<file path="config.mk">
export PLATFORM = sky130hd
export DESIGN_NAME = yaw_heading_correction_pd_unit_flat
export DESIGN_NICKNAME = d
export VERILOG_FILES = /design/src/rtl/core/yhc_pkg.sv /design/src/rtl/core/yhc_if.sv /design/src/rtl/core/yaw_heading_correction_pd_unit.sv /design/src/rtl/core/yhc_mac.sv /design/src/rtl/core/yhc_seq.sv /design/src/flat_wrapper.sv
export VERILOG_INCLUDE_DIRS = /design/src /design/src/rtl/core
export SDC_FILE = /design/constraint.sdc
export NUM_CORES = 1
export LEC_CHECK = 0
export BUFFER_PORTS_ARGS = -buffer_cell sky130_fd_sc_hd__buf_2
export CORE_MARGIN = 5
export CORE_UTILIZATION = 40
export DETAILED_ROUTE_END_ITERATION = 10
export PLACE_DENSITY = 0.53
export SYNTH_ARGS = -nofsm -noshare
export SYNTH_HDL_FRONTEND = slang
export SYNTH_HIERARCHICAL = 1
export SYNTH_SLANG_ARGS = --single-unit
</file>
<file path="constraint.sdc">
create_clock -name clk -period 20.2 [get_ports clk]
set_input_delay 1.01 -clock clk [delete_from_list [all_inputs] [get_ports clk]]
set_output_delay 1.01 -clock clk [all_outputs]
set_load 0.03 [all_outputs]
</file>
<file path="src/rtl/core/yaw_heading_correction_pd_unit_defines.svh">
// Assertion macros shared by the yaw heading correction design.
`ifndef YAW_HEADING_CORRECTION_PD_UNIT_DEFINES_SVH
`define YAW_HEADING_CORRECTION_PD_UNIT_DEFINES_SVH

// Same-cycle implication, disabled while reset is high.
`define YHC_ASSERT_IMPLIES(label, clk, rst, ante, cons, msg) \
  label: assert property (@(posedge clk) disable iff (rst) (ante) |-> (cons)) \
    else $error(msg);

// Next-cycle implication, disabled while reset is high.
`define YHC_ASSERT_NEXT(label, clk, rst, ante, cons, msg) \
  label: assert property (@(posedge clk) disable iff (rst) (ante) |=> (cons)) \
    else $error(msg);

`endif

</file>
<file path="src/rtl/core/yhc_pkg.sv">
package yhc_pkg;

  // Field and datapath types.
  typedef logic signed [15:0] angle_t;
  typedef logic signed [17:0] wrap_t;
  typedef logic        [14:0] mag_t;
  typedef logic        [15:0] tick_t;
  typedef logic signed [15:0] drive_t;
  typedef logic signed [16:0] diff_t;
  typedef logic signed [20:0] mac_arg_t;
  typedef logic signed [41:0] prod_t;
  typedef logic signed [17:0] num_t;
  typedef logic        [19:0] round_t;
  typedef logic        [12:0] gain_t;
  typedef logic        [1:0]  settle_t;
  typedef logic        [1:0]  cfg_idx_t;
  typedef logic        [15:0] cfg_data_t;

  localparam int QUOT_W      = 15;
  localparam int RECIP_SHIFT = 24;

  // Command codes of an input transaction.
  localparam logic CMD_START = 1'b0;
  localparam logic CMD_TICK  = 1'b1;

  // Configuration register indexes.
  localparam cfg_idx_t REG_TARGET_HEADING = 2'd0;
  localparam cfg_idx_t REG_TICK_LIMIT     = 2'd1;

  typedef enum logic [2:0] {
    STATUS_IDLE      = 3'd0,
    STATUS_RUNNING   = 3'd1,
    STATUS_SKIPPED   = 3'd2,
    STATUS_SETTLED   = 3'd3,
    STATUS_TIMED_OUT = 3'd4
  } status_t;

  // Angles in 1/128 degree.
  localparam wrap_t HALF_TURN     = 18'sd23040;
  localparam wrap_t NEG_HALF_TURN = -18'sd23040;
  localparam wrap_t FULL_TURN     = 18'sd46080;
  localparam angle_t ERR_MAX      = 16'sd23040;
  localparam angle_t ERR_MIN      = -16'sd23040;
  localparam mag_t TOL_COARSE     = 15'd192;
  localparam mag_t TOL_FINE       = 15'd102;
  localparam mag_t SWITCH_ERR     = 15'd640;
  localparam mag_t WIDE_ERR       = 15'd1280;

  localparam settle_t SETTLE_TICKS = 2'd3;
  localparam settle_t SETTLE_MAX   = 2'd3;
  localparam tick_t TICK_LIMIT_RESET = 16'd60;

  // Gains scaled by five, with dt and the unit change folded in.
  localparam gain_t KP5_FAST    = 13'd1280;
  localparam gain_t KD5_FAST    = 13'd2560;
  localparam gain_t KP5_SWITCH  = 13'd768;
  localparam gain_t KD5_SWITCH  = 13'd5120;
  localparam gain_t KP5_PRECISE = 13'd512;
  localparam gain_t KD5_PRECISE = 13'd7680;

  // Raw numerator clamp, smoothing and rounding constants.
  localparam prod_t NUM_MAX       = 42'sd65536;
  localparam prod_t NUM_MIN       = -42'sd65536;
  localparam num_t  NUM_CLAMP     = 18'sd65536;
  localparam num_t  NUM_CLAMP_NEG = -18'sd65536;
  localparam mac_arg_t SMOOTH_NUM   = 21'sd7;
  localparam mac_arg_t SMOOTH_PRIOR = 21'sd15;
  localparam round_t ROUND_BIAS     = 20'd25;
  // ceil(2^24 / 25): exact floor division by 25 for operands below 2^19.
  localparam mac_arg_t RECIP_25     = 21'sd671089;

  // Output limits in 1/32768 full scale.
  localparam drive_t LIM_LOW      = 16'sd13107;
  localparam drive_t LIM_HIGH     = 16'sd19661;
  localparam drive_t NEG_LIM_HIGH = -16'sd19661;

  // One operation of the shared multiply-accumulate unit.
  typedef struct packed {
    logic     en;
    logic     accumulate;
    mac_arg_t a;
    mac_arg_t b;
  } mac_op_t;

endpackage

</file>
<file path="src/rtl/core/yhc_if.sv">
// Input channel: one command with its yaw sample.
interface yhc_in_if;
  logic                valid;
  logic                ready;
  logic                command;
  yhc_pkg::angle_t     yaw_sample;

  modport source (output valid, command, yaw_sample, input ready);
  modport sink (input valid, command, yaw_sample, output ready);
endinterface

// Result channel: drive command, run status and wrapped error.
interface yhc_out_if;
  logic                valid;
  logic                ready;
  yhc_pkg::drive_t     turn_rate_cmd;
  logic [2:0]          run_status;
  yhc_pkg::angle_t     heading_error;

  modport source (output valid, turn_rate_cmd, run_status, heading_error, input ready);
  modport sink (input valid, turn_rate_cmd, run_status, heading_error, output ready);
endinterface

// Configuration write channel.
interface yhc_cfg_if;
  logic                valid;
  logic                ready;
  yhc_pkg::cfg_idx_t   index;
  yhc_pkg::cfg_data_t  data;

  modport source (output valid, index, data, input ready);
  modport sink (input valid, index, data, output ready);
endinterface

</file>
<file path="src/rtl/core/yaw_heading_correction_pd_unit.sv">
// Yaw heading correction unit: a gain-scheduled PD controller with output
// smoothing. A start transaction (command 0) opens a run toward the configured
// target heading, or reports it skipped when the yaw is already within 1.5
// degrees; each tick transaction (command 1) carries one yaw sample and returns
// one result with the turn-rate command, the run status and the wrapped error.
// Angles are in 1/128 degree, the turn command in 1/32768 full scale. Items are
// taken one at a time: a start, idle, timed-out, settling or first-step item
// passes only through the wrap, evaluation and output steps, and any other tick
// also through the PD steps, with a further wrap step when the error needs its
// full-turn wrap correction. A result held by the receiver adds stall cycles.
// The PD step is set by the single shared multiply-accumulate unit, which
// forms the two gain products, the smoothing sum and the divide by fifty one
// after another. A finished result waits in an output register while the next
// transaction is accepted. Configuration writes are taken at any time; a write
// made while no item is in flight applies from the next item.
module yaw_heading_correction_pd_unit (
  input  logic      clk,
  input  logic      rst,
  yhc_in_if.sink    item,
  yhc_out_if.source result,
  yhc_cfg_if.sink   cfg
);

  yhc_pkg::angle_t  target_heading;
  yhc_pkg::tick_t   tick_limit;
  yhc_pkg::mac_op_t mac_op;
  yhc_pkg::prod_t   mac_acc;

  assign cfg.ready = 1'b1;

  // Configuration registers; unknown indexes are ignored.
  always_ff @(posedge clk) begin
    if (rst) begin
      target_heading <= '0;
      tick_limit     <= yhc_pkg::TICK_LIMIT_RESET;
    end else if (cfg.valid) begin
      case (cfg.index)
        yhc_pkg::REG_TARGET_HEADING: begin
          target_heading <= cfg.data;
        end
        yhc_pkg::REG_TICK_LIMIT: begin
          tick_limit <= cfg.data;
        end
        default: begin
        end
      endcase
    end
  end

  yhc_seq u_seq (
    .clk            (clk),
    .rst            (rst),
    .item           (item),
    .result         (result),
    .target_heading (target_heading),
    .tick_limit     (tick_limit),
    .mac_op         (mac_op),
    .mac_acc        (mac_acc)
  );

  yhc_mac u_mac (
    .clk (clk),
    .op  (mac_op),
    .acc (mac_acc)
  );

endmodule

</file>
<file path="src/rtl/core/yhc_mac.sv">
// Shared signed multiply-accumulate unit with a registered accumulator.
module yhc_mac (
  input  logic             clk,
  input  yhc_pkg::mac_op_t op,
  output yhc_pkg::prod_t   acc
);

  yhc_pkg::prod_t product;
  yhc_pkg::prod_t acc_next;

  // One 21 x 21 signed product per cycle.
  assign product  = op.a * op.b;
  assign acc_next = (op.accumulate ? acc : '0) + product;

  always_ff @(posedge clk) begin
    if (op.en) begin
      acc <= acc_next;
    end
  end

endmodule

</file>
<file path="src/rtl/core/yhc_seq.sv">
`include "yaw_heading_correction_pd_unit_defines.svh"

// Sequencer: error wrap, run bookkeeping, gain schedule and the PD step
// driven through the shared multiply-accumulate unit.
module yhc_seq (
  input  logic             clk,
  input  logic             rst,
  yhc_in_if.sink           item,
  yhc_out_if.source        result,
  input  yhc_pkg::angle_t  target_heading,
  input  yhc_pkg::tick_t   tick_limit,
  output yhc_pkg::mac_op_t mac_op,
  input  yhc_pkg::prod_t   mac_acc
);

  typedef enum logic [3:0] {
    S_IDLE,
    S_WRAP,
    S_EVAL,
    S_MUL_P,
    S_MUL_D,
    S_CLAMP,
    S_SMOOTH_N,
    S_SMOOTH_P,
    S_ROUND,
    S_DIVIDE,
    S_FINISH,
    S_OUT
  } state_t;

  state_t state;

  // Run state.
  logic                run_active;
  logic                coarse_mode;
  yhc_pkg::settle_t    settle_count;
  yhc_pkg::tick_t      elapsed_ticks;
  logic                first_step;
  yhc_pkg::angle_t     prior_error;
  yhc_pkg::drive_t     prior_drive;

  // Working registers of one item.
  logic                cmd;
  yhc_pkg::wrap_t      wrap;
  yhc_pkg::gain_t      kp;
  yhc_pkg::gain_t      kd;
  yhc_pkg::diff_t      diff;
  yhc_pkg::num_t       num_c;
  logic                neg;
  yhc_pkg::round_t     mag;
  yhc_pkg::drive_t     drive;
  yhc_pkg::status_t    status;

  // Output register.
  logic                out_valid;
  yhc_pkg::drive_t     out_drive;
  yhc_pkg::status_t    out_status;
  yhc_pkg::angle_t     out_err;
  logic                out_load;

  // Derived values.
  yhc_pkg::angle_t     err;
  yhc_pkg::mag_t       aerr;
  logic                in_tol;
  yhc_pkg::settle_t    settle_inc;
  yhc_pkg::settle_t    settle_new;
  logic                settled;
  yhc_pkg::mac_arg_t   acc_low;
  yhc_pkg::mac_arg_t   acc_abs;
  logic [yhc_pkg::QUOT_W-1:0] quot;
  yhc_pkg::drive_t     smooth;
  yhc_pkg::drive_t     lim;
  yhc_pkg::drive_t     lim_neg;

  assign err        = wrap[15:0];
  assign aerr       = err[15] ? yhc_pkg::mag_t'(-err) : yhc_pkg::mag_t'(err);
  assign in_tol     = aerr <= (coarse_mode ? yhc_pkg::TOL_COARSE : yhc_pkg::TOL_FINE);
  assign settle_inc = (settle_count < yhc_pkg::SETTLE_MAX) ? settle_count + 2'd1
                                                           : settle_count;
  assign settle_new = in_tol ? settle_inc : '0;
  assign settled    = in_tol && (settle_new >= yhc_pkg::SETTLE_TICKS);

  // Rounding helpers: magnitude of the smoothed sum and the scaled quotient.
  assign acc_low = mac_acc[20:0];
  assign acc_abs = acc_low[20] ? -acc_low : acc_low;
  assign quot    = mac_acc[yhc_pkg::RECIP_SHIFT +: yhc_pkg::QUOT_W];
  assign smooth  = neg ? -yhc_pkg::drive_t'({1'b0, quot}) : yhc_pkg::drive_t'({1'b0, quot});
  assign lim     = (aerr > yhc_pkg::WIDE_ERR) ? yhc_pkg::LIM_HIGH : yhc_pkg::LIM_LOW;
  assign lim_neg = -lim;

  // The finished result moves into the output register once it is free.
  assign out_load = (state == S_OUT) && (!out_valid || result.ready);

  assign item.ready            = (state == S_IDLE);
  assign result.valid          = out_valid;
  assign result.turn_rate_cmd  = out_drive;
  assign result.run_status     = out_status;
  assign result.heading_error  = out_err;

  // Operation issued to the shared unit in each step.
  always_comb begin
    mac_op = '0;
    case (state)
      S_MUL_P: begin
        mac_op.en = 1'b1;
        mac_op.a  = $signed({8'b0, kp});
        mac_op.b  = yhc_pkg::mac_arg_t'(err);
      end
      S_MUL_D: begin
        mac_op.en         = 1'b1;
        mac_op.accumulate = 1'b1;
        mac_op.a          = $signed({8'b0, kd});
        mac_op.b          = yhc_pkg::mac_arg_t'(diff);
      end
      S_SMOOTH_N: begin
        mac_op.en = 1'b1;
        mac_op.a  = yhc_pkg::SMOOTH_NUM;
        mac_op.b  = yhc_pkg::mac_arg_t'(num_c);
      end
      S_SMOOTH_P: begin
        mac_op.en         = 1'b1;
        mac_op.accumulate = 1'b1;
        mac_op.a          = yhc_pkg::SMOOTH_PRIOR;
        mac_op.b          = yhc_pkg::mac_arg_t'(prior_drive);
      end
      S_DIVIDE: begin
        mac_op.en = 1'b1;
        mac_op.a  = $signed({2'b0, mag[19:1]});
        mac_op.b  = yhc_pkg::RECIP_25;
      end
      default: begin
        mac_op = '0;
      end
    endcase
  end

  // Sequencer, run state and output register.
  always_ff @(posedge clk) begin
    if (rst) begin
      state         <= S_IDLE;
      run_active    <= 1'b0;
      coarse_mode   <= 1'b1;
      settle_count  <= '0;
      elapsed_ticks <= '0;
      first_step    <= 1'b1;
      prior_error   <= '0;
      prior_drive   <= '0;
      out_valid     <= 1'b0;
    end else begin
      if (out_load) begin
        out_valid <= 1'b1;
      end else if (result.valid && result.ready) begin
        out_valid <= 1'b0;
      end
      case (state)
        S_IDLE: begin
          if (item.valid) begin
            cmd   <= item.command;
            wrap  <= yhc_pkg::wrap_t'(target_heading) - yhc_pkg::wrap_t'(item.yaw_sample);
            state <= S_WRAP;
          end
        end
        // One full-turn correction per cycle until the error is within a half turn.
        S_WRAP: begin
          if (wrap > yhc_pkg::HALF_TURN) begin
            wrap <= wrap - yhc_pkg::FULL_TURN;
          end else if (wrap < yhc_pkg::NEG_HALF_TURN) begin
            wrap <= wrap + yhc_pkg::FULL_TURN;
          end else begin
            state <= S_EVAL;
          end
        end
        S_EVAL: begin
          drive <= '0;
          if (cmd == yhc_pkg::CMD_START) begin
            coarse_mode   <= 1'b1;
            settle_count  <= '0;
            elapsed_ticks <= '0;
            first_step    <= 1'b1;
            prior_error   <= '0;
            prior_drive   <= '0;
            state         <= S_OUT;
            if (aerr <= yhc_pkg::TOL_COARSE) begin
              run_active <= 1'b0;
              status     <= yhc_pkg::STATUS_SKIPPED;
            end else begin
              run_active <= 1'b1;
              status     <= yhc_pkg::STATUS_RUNNING;
            end
          end else if (!run_active) begin
            status <= yhc_pkg::STATUS_IDLE;
            state  <= S_OUT;
          end else if (elapsed_ticks >= tick_limit) begin
            run_active <= 1'b0;
            status     <= yhc_pkg::STATUS_TIMED_OUT;
            state      <= S_OUT;
          end else begin
            settle_count <= settle_new;
            if (settled) begin
              run_active <= 1'b0;
              status     <= yhc_pkg::STATUS_SETTLED;
              state      <= S_OUT;
            end else begin
              // Gain schedule: fast, one switch tick, then precise.
              if (coarse_mode && (aerr > yhc_pkg::SWITCH_ERR)) begin
                kp <= yhc_pkg::KP5_FAST;
                kd <= yhc_pkg::KD5_FAST;
              end else if (coarse_mode) begin
                kp          <= yhc_pkg::KP5_SWITCH;
                kd          <= yhc_pkg::KD5_SWITCH;
                coarse_mode <= 1'b0;
              end else begin
                kp <= yhc_pkg::KP5_PRECISE;
                kd <= yhc_pkg::KD5_PRECISE;
              end
              elapsed_ticks <= elapsed_ticks + 16'd1;
              status        <= yhc_pkg::STATUS_RUNNING;
              if (first_step) begin
                first_step  <= 1'b0;
                prior_error <= err;
                prior_drive <= '0;
                state       <= S_OUT;
              end else begin
                state <= S_MUL_P;
              end
            end
          end
        end
        S_MUL_P: begin
          diff  <= yhc_pkg::diff_t'(err) - yhc_pkg::diff_t'(prior_error);
          state <= S_MUL_D;
        end
        S_MUL_D: begin
          state <= S_CLAMP;
        end
        // Clamp the raw numerator to the 0.4 bound.
        S_CLAMP: begin
          if (mac_acc > yhc_pkg::NUM_MAX) begin
            num_c <= yhc_pkg::NUM_CLAMP;
          end else if (mac_acc < yhc_pkg::NUM_MIN) begin
            num_c <= yhc_pkg::NUM_CLAMP_NEG;
          end else begin
            num_c <= mac_acc[17:0];
          end
          state <= S_SMOOTH_N;
        end
        S_SMOOTH_N: begin
          state <= S_SMOOTH_P;
        end
        S_SMOOTH_P: begin
          state <= S_ROUND;
        end
        // Round half away from zero: divide |sum| + 25 by 50.
        S_ROUND: begin
          neg   <= acc_low[20];
          mag   <= acc_abs[19:0] + yhc_pkg::ROUND_BIAS;
          state <= S_DIVIDE;
        end
        S_DIVIDE: begin
          state <= S_FINISH;
        end
        S_FINISH: begin
          prior_drive <= smooth;
          prior_error <= err;
          if (smooth > lim) begin
            drive <= lim;
          end else if (smooth < lim_neg) begin
            drive <= lim_neg;
          end else begin
            drive <= smooth;
          end
          state <= S_OUT;
        end
        S_OUT: begin
          if (out_load) begin
            out_drive  <= drive;
            out_status <= status;
            out_err    <= err;
            state      <= S_IDLE;
          end
        end
        default: begin
          state <= S_IDLE;
        end
      endcase
    end
  end

  `YHC_ASSERT_IMPLIES(a_no_drive_unless_running, clk, rst,
    out_valid && (out_status != yhc_pkg::STATUS_RUNNING), out_drive == '0,
    "Drive is nonzero outside a running tick.")
  `YHC_ASSERT_IMPLIES(a_drive_limit, clk, rst, out_valid,
    (out_drive <= yhc_pkg::LIM_HIGH) && (out_drive >= yhc_pkg::NEG_LIM_HIGH),
    "Drive exceeds the output limit.")
  `YHC_ASSERT_IMPLIES(a_error_wrapped, clk, rst, out_valid,
    (out_err <= yhc_pkg::ERR_MAX) && (out_err >= yhc_pkg::ERR_MIN),
    "Heading error is outside one half turn.")
  `YHC_ASSERT_NEXT(a_busy_after_accept, clk, rst, item.valid && item.ready, !item.ready,
    "Second transaction accepted while busy.")
  `YHC_ASSERT_IMPLIES(a_first_step_count, clk, rst, (state == S_IDLE) && !first_step,
    elapsed_ticks != '0, "A PD step ran without counting a tick.")

endmodule
</file>
<file path="src/flat_wrapper.sv">
// flat-port wrapper written by rule: the top's interface ports become plain ports
module yaw_heading_correction_pd_unit_flat 
  (clk, rst, item_valid, item_command, item_yaw_sample, item_ready, result_valid, result_turn_rate_cmd, result_run_status, result_heading_error, result_ready, cfg_valid, cfg_index, cfg_data, cfg_ready);
  yhc_in_if item_i ();
  yhc_out_if result_i ();
  yhc_cfg_if cfg_i ();
  input  logic clk;
  input  logic rst;
  input wire logic [$bits(item_i.valid)-1:0] item_valid;
  input wire logic [$bits(item_i.command)-1:0] item_command;
  input wire logic [$bits(item_i.yaw_sample)-1:0] item_yaw_sample;
  output wire logic [$bits(item_i.ready)-1:0] item_ready;
  output wire logic [$bits(result_i.valid)-1:0] result_valid;
  output wire logic [$bits(result_i.turn_rate_cmd)-1:0] result_turn_rate_cmd;
  output wire logic [$bits(result_i.run_status)-1:0] result_run_status;
  output wire logic [$bits(result_i.heading_error)-1:0] result_heading_error;
  input wire logic [$bits(result_i.ready)-1:0] result_ready;
  input wire logic [$bits(cfg_i.valid)-1:0] cfg_valid;
  input wire logic [$bits(cfg_i.index)-1:0] cfg_index;
  input wire logic [$bits(cfg_i.data)-1:0] cfg_data;
  output wire logic [$bits(cfg_i.ready)-1:0] cfg_ready;
  assign item_i.valid = item_valid;
  assign item_i.command = item_command;
  assign item_i.yaw_sample = item_yaw_sample;
  assign item_ready = item_i.ready;
  assign result_valid = result_i.valid;
  assign result_turn_rate_cmd = result_i.turn_rate_cmd;
  assign result_run_status = result_i.run_status;
  assign result_heading_error = result_i.heading_error;
  assign result_i.ready = result_ready;
  assign cfg_i.valid = cfg_valid;
  assign cfg_i.index = cfg_index;
  assign cfg_i.data = cfg_data;
  assign cfg_ready = cfg_i.ready;
  yaw_heading_correction_pd_unit u_core (.clk(clk), .rst(rst), .item(item_i), .result(result_i), .cfg(cfg_i));
endmodule
</file>
==> impl_metrics.env, run 1 <==
export IMPL_min_delay_path_depth=0
export IMPL_final_util_pct=43.60
export IMPL_hp_class="flop to flop"
export IMPL_peakVddDrop_mv=0.07124
export IMPL_die_y_um=300.4
export IMPL_nets=4363
export IMPL_critPathMaxFanout=26
export IMPL_p_total_uw=2307
export IMPL_clock_latency_ns=0.60
export IMPL_critPathCaptureType="flop"
export IMPL_drt_first_iter_violations=1739
export IMPL_die_width_um=300.4
export IMPL_grt_ovfl_total=0
export IMPL_avgSynthCellArea_um2=9.420
export IMPL_start_util_pct=40.32
export IMPL_synth_cell_types=94
export IMPL_ff2ff_setup_slack_ns=10.71
export IMPL_final_cell_mix="711 x inv_1, 511 x fa_1, 382 x nand2_1"
export IMPL_setup_violations_final=0
export IMPL_drive_gt1_share_pct=6.763
export IMPL_p_per_area_nw_per_um2=63.24
export IMPL_synth_edf_count=174
export IMPL_wl_per_cell_um=18.83
export IMPL_critical_path_class="flop to flop"
export IMPL_cts_num_sinks=264
export IMPL_status="finished clean"
export IMPL_gp_congestion=0.8443
export IMPL_cp_slowest_cell="clkinv_1"
export IMPL_cp_common_cell="fa_1"
export IMPL_post_route_drc_count=0
export IMPL_drt_wl_total_mm=89.35
export IMPL_grt_pass1_wl_mm=144.8
export IMPL_core_area_um2=83690
export IMPL_synth_flop_cell="edfxtp_1"
export IMPL_totalNegativeSetupSlack_ns=0
export IMPL_hold_viol=0
export IMPL_cts_buffer_depth=3
export IMPL_p_leak_uw=0.01692
export IMPL_vias_per_cell=5.081
export IMPL_synth_seq_cells=264
export IMPL_routed_via_count=24100
export IMPL_grt_max_degree=85
export IMPL_first_pass_iters=6
export IMPL_num_rows=106
export IMPL_hold_path_startpoint="u_core/u_seq/drive[15]"
export IMPL_track_usage_pct=20.18
export IMPL_min_to="u_core/u_seq/result.turn_rate_cmd[15]"
export IMPL_cts_hold_buf=0
export IMPL_yosysWarnings=6
export IMPL_area_growth_pct=8.128
export IMPL_slew_headroom_pct=21.95
export IMPL_antenna_found_initial=2
export IMPL_cpPeakStageDelay_ns=0.63
export IMPL_cts_made_buffers=31
export IMPL_antenna_left=0
export IMPL_layout_commonest_cell="inv_1"
export IMPL_post_cts_buffers=0
export IMPL_slew_violations=0
export IMPL_cts_clk_slew_worst_paths_ns=0.06
export IMPL_htreeDepth=1
export IMPL_grt_pass1_vias=25290
export IMPL_portBuffers=76
export IMPL_cts_root_buf="clkbuf_16"
export IMPL_finalClockSkew_ns=0.01948
export IMPL_reg2reg_depth=27
export IMPL_cts_tree="done"
export IMPL_ys_seq_area_share_pct=20.82
export IMPL_die_area_um2=90270
export IMPL_maxCapViolCount=0
export IMPL_synthesis_instances=3582
export IMPL_tightestPinTransition_ns=1.168
export IMPL_r2r_start="u_core/u_seq/state[3]"
export IMPL_reg2reg_to="u_core/u_mac/acc[41]"
export IMPL_async_flop_share_pct=0
export IMPL_fmax_mhz=105.4
export IMPL_worstPathArrival_ns=9.82
export IMPL_netlist_area_um2=33740
export IMPL_dpl_hpwl_mm=69.30
export IMPL_period_share_pct=46.97
export IMPL_rsz0062_at_grt="no"
export IMPL_cts_resized=0
export IMPL_critPathRequiredTime_ns=20.53
export IMPL_cp_start_kind="flop"
export IMPL_post_route_min_period_ns=9.488
export IMPL_io_pins=78
registers in the layout (all words and copies together), names as in the netlist, 17 cells and up:
signal              count
u_core/u_seq/mag       19
u_core/u_seq/num_c     18
u_core/u_seq/wrap      18
u_core/u_seq/diff      17
u_core/u_mac/acc       42
critical path: cells and delay by family (launching register included):
kind | cells | cell delay (ns)
adders and majority gates | 8 | 4.01
and+or+nand+nor | 9 | 2.10
buffers and inverters | 5 | 1.30
AOI/OAI and AO/OA | 5 | 1.25
DFF | 1 | 0.52
final cells by class:
type / instances / area [µm²]
Inverter: 712 / 2673
Antenna cell: 2 / 5.005
Fill cell: 8277 / 47200
Multi-Input combinational cell: 2443 / 23430
Clock inverter: 24 / 342.8
Timing Repair Buffer: 131 / 793.3
Tap cell: 1134 / 1419
Sequential cell: 264 / 7027
Clock buffer: 34 / 797.0
layer usage:
| layer | global-route usage [%] | share of wire, % | vias to the layer above |
|---|---|---|---|
| li1 | - | - | 11370 |
| met1 | 28.80 | 46 | 12100 |
| met2 | 33.80 | 48 | 531 |
| met3 | 1.882 | 4.3 | 102 |
| met4 | 4.159 | 2.4 | 0 |
| met5 | 0 | 0 | - |
cell usage after synthesis (33+ instances only):
master / number / area [µm²]
inv_1: 711 / 2669
o21ai_0: 77 / 385.4
xor2_1: 47 / 411.6
nor2_1: 129 / 484.2
a22oi_1: 33 / 247.7
nand2_1: 382 / 1434
a21oi_1: 98 / 490.5
fa_1: 511 / 10230
nor3_1: 49 / 245.2
nand3_1: 38 / 190.2
edfxtp_1: 174 / 5225
ha_1: 229 / 2865
and2_1: 257 / 1608
dfxtp_1: 90 / 1802
nand2b_1: 79 / 494.2
xnor2_1: 82 / 718.2
clkbuf_1: 145 / 544.3
mux2i_1: 56 / 560.5
logic make-up (layout without fill, tap and decap cells):
kind of cell             count (synthesis)  count (layout)  synth area share (%)
multiplexers                            56              56                 1.661
XOR/XNOR                               129             129                 3.348
adder cells (fa/ha/maj)                740             740                 38.81
buffers and inverters                  876             901                 9.919
flip-flops                             264             264                 20.82
other                                    2               5               0.02226
AO/OA/AOI/OAI                          440             440                 9.333
AND/OR/NAND/NOR                       1075            1075                 16.09
worst max-delay path by stage:
stage	endpoint	slack, ns	start
after CTS	u_core/u_mac/acc[41]	10.76	u_core/u_seq/state[3]
after detailed placement	u_core/u_mac/acc[41]	10.79	u_core/u_seq/state[3]
after global placement	u_core/u_mac/acc[41]	10.89	u_core/u_seq/state[3]
after floorplan	u_core/u_mac/acc[41]	11.95	u_core/u_seq/state[2]
after global routing	u_core/u_mac/acc[41]	10.09	u_core/u_seq/state[1]
final	u_core/u_mac/acc[41]	10.71	u_core/u_seq/state[3]
report_power, final:
group	internal, µW	switching, µW	total [µW]
Clock	388	241	628
Sequential	639	59.2	698
Combinational	374	606	981
Total	1400	906	2310
through the flow:
step / worst slack, ns / instance area, µm² / cells / hold slack, ns
6_report: 10.71 / 36490 / 4744 / 0.4188
5_1_grt: 10.09 / 36480 / 4742 / 0.4268
4_1_cts: 10.76 / 36480 / 4742 / 0.4220
3_5_place_dp: 10.79 / 35340 / 4684 / 0.4072
3_3_place_gp: 10.89 / 35340 / 4684 / 0.4022
2_1_floorplan: 11.95 / 33750 / 3583 / 0.4003
No activity file was read; power rests on OpenSTA's default activity.
==> run 2, diff against run 1 <==
==> constraint.sdc (replaced) <==
create_clock -name clk -period 9.9 [get_ports clk]
set_input_delay 0.495 -clock clk [delete_from_list [all_inputs] [get_ports clk]]
set_output_delay 0.495 -clock clk [all_outputs]
set_load 0.03 [all_outputs]
==> run 2 against run 1 <==
Against the previous run:
- sequential share of layout area hardly changed
- critical path depth is 1 higher
- register-to-register slack worse by 10 ns
- worst hold slack worse by 0.32 ns
- global-route usage hardly changed
- clock power is 83% higher
- worst setup slack worse by 10 ns
==> impl_metrics.env, run 2 (synthesis gave the netlist of run 1 again) <==
export IMPL_cts_made_buffers=31
export IMPL_p_switching_uw=1821
export IMPL_reg2reg_depth=28
export IMPL_drive_gt1_share_pct=7.038
export IMPL_grt_max_degree=85
export IMPL_hold_viol=0
export IMPL_clock_latency_ns=0.58
export IMPL_status="finished clean"
export IMPL_cts_buffer_depth=3
export IMPL_cts_clk_slew_worst_paths_ns=0.06
export IMPL_reg2reg_to="u_core/u_mac/acc[41]"
export IMPL_maxCapViolCount=0
export IMPL_critPathCaptureType="flop"
export IMPL_combPwrFrac_pct=44.1
export IMPL_critical_path_top_delay_family="adder cells"
export IMPL_regMostFlops="u_core/u_mac/acc"
export IMPL_fmax_mhz=107.2
export IMPL_htreeDepth=1
export IMPL_vias_per_cell=5.099
export IMPL_portBuffers=76
export IMPL_num_rows=106
export IMPL_r2r_start="u_core/u_seq/state[2]"
export IMPL_dpl_hpwl_mm=71.39
export IMPL_first_pass_iters=6
export IMPL_post_route_drc_count=0
export IMPL_power_frac_seq_pct=30.8
export IMPL_grt_pass1_vias=25480
export IMPL_die_y_um=300.4
export IMPL_critPathMaxFanout=11
export IMPL_die_area_um2=90270
export IMPL_setup_violations_final=0
export IMPL_critical_path_class="flop to flop"
export IMPL_core_area_um2=83690
export IMPL_final_cell_mix="711 x inv_1, 511 x fa_1, 382 x nand2_1"
export IMPL_min_delay_path_depth=1
export IMPL_p_clk_share_pct=25.2
export IMPL_hp_class="input port to flop"
export IMPL_area_growth_pct=8.117
export IMPL_drt_first_iter_violations=1717
export IMPL_switching_share_pct=39.69
export IMPL_tightestPinTransition_ns=1.133
export IMPL_post_cts_buffers=0
export IMPL_track_usage_pct=20.20
export IMPL_totalNegativeSetupSlack_ns=0
export IMPL_cts_resized=0
export IMPL_cp_common_cell="fa_1"
export IMPL_internal_power_uw=2767
export IMPL_slew_headroom_pct=24.48
export IMPL_p_per_area_nw_per_um2=125.7
export IMPL_post_route_min_period_ns=9.324
export IMPL_die_width_um=300.4
export IMPL_routed_via_count=24260
export IMPL_nets=4379
export IMPL_cp_start_kind="flop"
export IMPL_cts_root_buf="clkbuf_16"
export IMPL_cts_num_sinks=264
export IMPL_gp_congestion=0.8978
export IMPL_period_share_pct=94.19
export IMPL_io_pins=78
export IMPL_peakVddDrop_mv=0.1393
export IMPL_ff2ff_setup_slack_ns=0.58
export IMPL_cpPeakStageDelay_ns=0.58
export IMPL_n_antenna_cell=0
export IMPL_antenna_found_initial=0
export IMPL_start_util_pct=40.32
export IMPL_crit_buf_inv=6
export IMPL_layout_commonest_cell="inv_1"
export IMPL_largest_reg_flops=42
export IMPL_grt_ovfl_total=0
export IMPL_worstPathArrival_ns=9.64
export IMPL_cts_tree="done"
export IMPL_hold_path_startpoint="item_command"
export IMPL_critPathRequiredTime_ns=10.22
export IMPL_rsz0062_at_grt="no"
export IMPL_p_leak_uw=0.01694
export IMPL_cp_slowest_cell="a21boi_0"
export IMPL_p_total_uw=4588
export IMPL_grt_pass1_wl_mm=145.8
export IMPL_finalClockSkew_ns=0.009167
export IMPL_min_to="u_core/u_seq/cmd"
export IMPL_slew_violations=0
export IMPL_top_regs="u_core/u_mac/acc: 42 flops, u_core/u_seq/mag: 19 flops"
export IMPL_antenna_left=0
export IMPL_drt_wl_total_mm=89.33
export IMPL_cts_hold_buf=0
export IMPL_wl_per_cell_um=18.78
-- run 2: cell types whose count changed in the layout (fill, tap and decap cells not counted), sizes merged --
| cell | delta |
|---|---|
| bufinv | -4 |
| buf | +16 |
| inv | -1 |
| clkinv | +2 |
| diode | -2 |
| clkbuf | +2 |
-- run 2: power by group through the flow --
stage	clock network (µW)	registers (µW)	logic, µW
after floorplan	0	1370	1530
after global placement	0	1430	2000
after detailed placement	0	1430	2010
after CTS	1190	1410	2020
after global routing	1240	1420	2320
final	1150	1410	2020
-- run 2: layout make-up --
class | count | area [µm²]
Fill cell | 8271 | 47210
Sequential cell | 264 | 7027
Clock inverter | 21 | 209.0
Clock buffer | 36 | 814.5
Tap cell | 1134 | 1419
Multi-Input combinational cell | 2443 | 23430
Timing Repair Buffer | 147 | 913.4
Inverter | 712 | 2673
-- run 2: how the worst max path moves through the flow --
| stage | start | end | slack, ns | depth (start not counted) |
|---|---|---|---|---|
| 4_1_cts | u_core/u_seq/state[2] | u_core/u_mac/acc[41] | 0.60 | 28 |
| 3_3_place_gp | u_core/u_seq/state[2] | u_core/u_mac/acc[41] | 0.73 | 25 |
| 2_1_floorplan | u_core/u_seq/state[2] | u_core/u_mac/acc[41] | 1.65 | 29 |
| 6_report | u_core/u_seq/state[2] | u_core/u_mac/acc[41] | 0.58 | 28 |
| 3_5_place_dp | u_core/u_seq/state[2] | u_core/u_mac/acc[41] | 0.65 | 28 |
| 5_1_grt | u_core/u_seq/state[2] | u_core/u_mac/acc[41] | 0.14 | 28 |
-- run 2: through the flow --
step / utilization [%] / setup slack [ns] / instances / hold slack, ns / area (µm²)
floorplan: - / 1.651 / 3583 / 0.4003 / 33750
global placement: 42.37 / 0.7322 / 4700 / 0.4036 / 35460
detailed placement: 42.37 / 0.6464 / 4700 / 0.4056 / 35460
CTS: 43.59 / 0.6044 / 4757 / 0.06743 / 36480
global route: 43.59 / 0.1406 / 4757 / 0.07583 / 36480
finish: 43.59 / 0.5756 / 4757 / 0.09815 / 36480
-- run 2: routing by layer --
metal	global-route usage, %	part of all wire (%)
met1	29.62	47
met2	32.97	46
met3	2.012	4.5
met4	3.805	2.0
met5	0	0
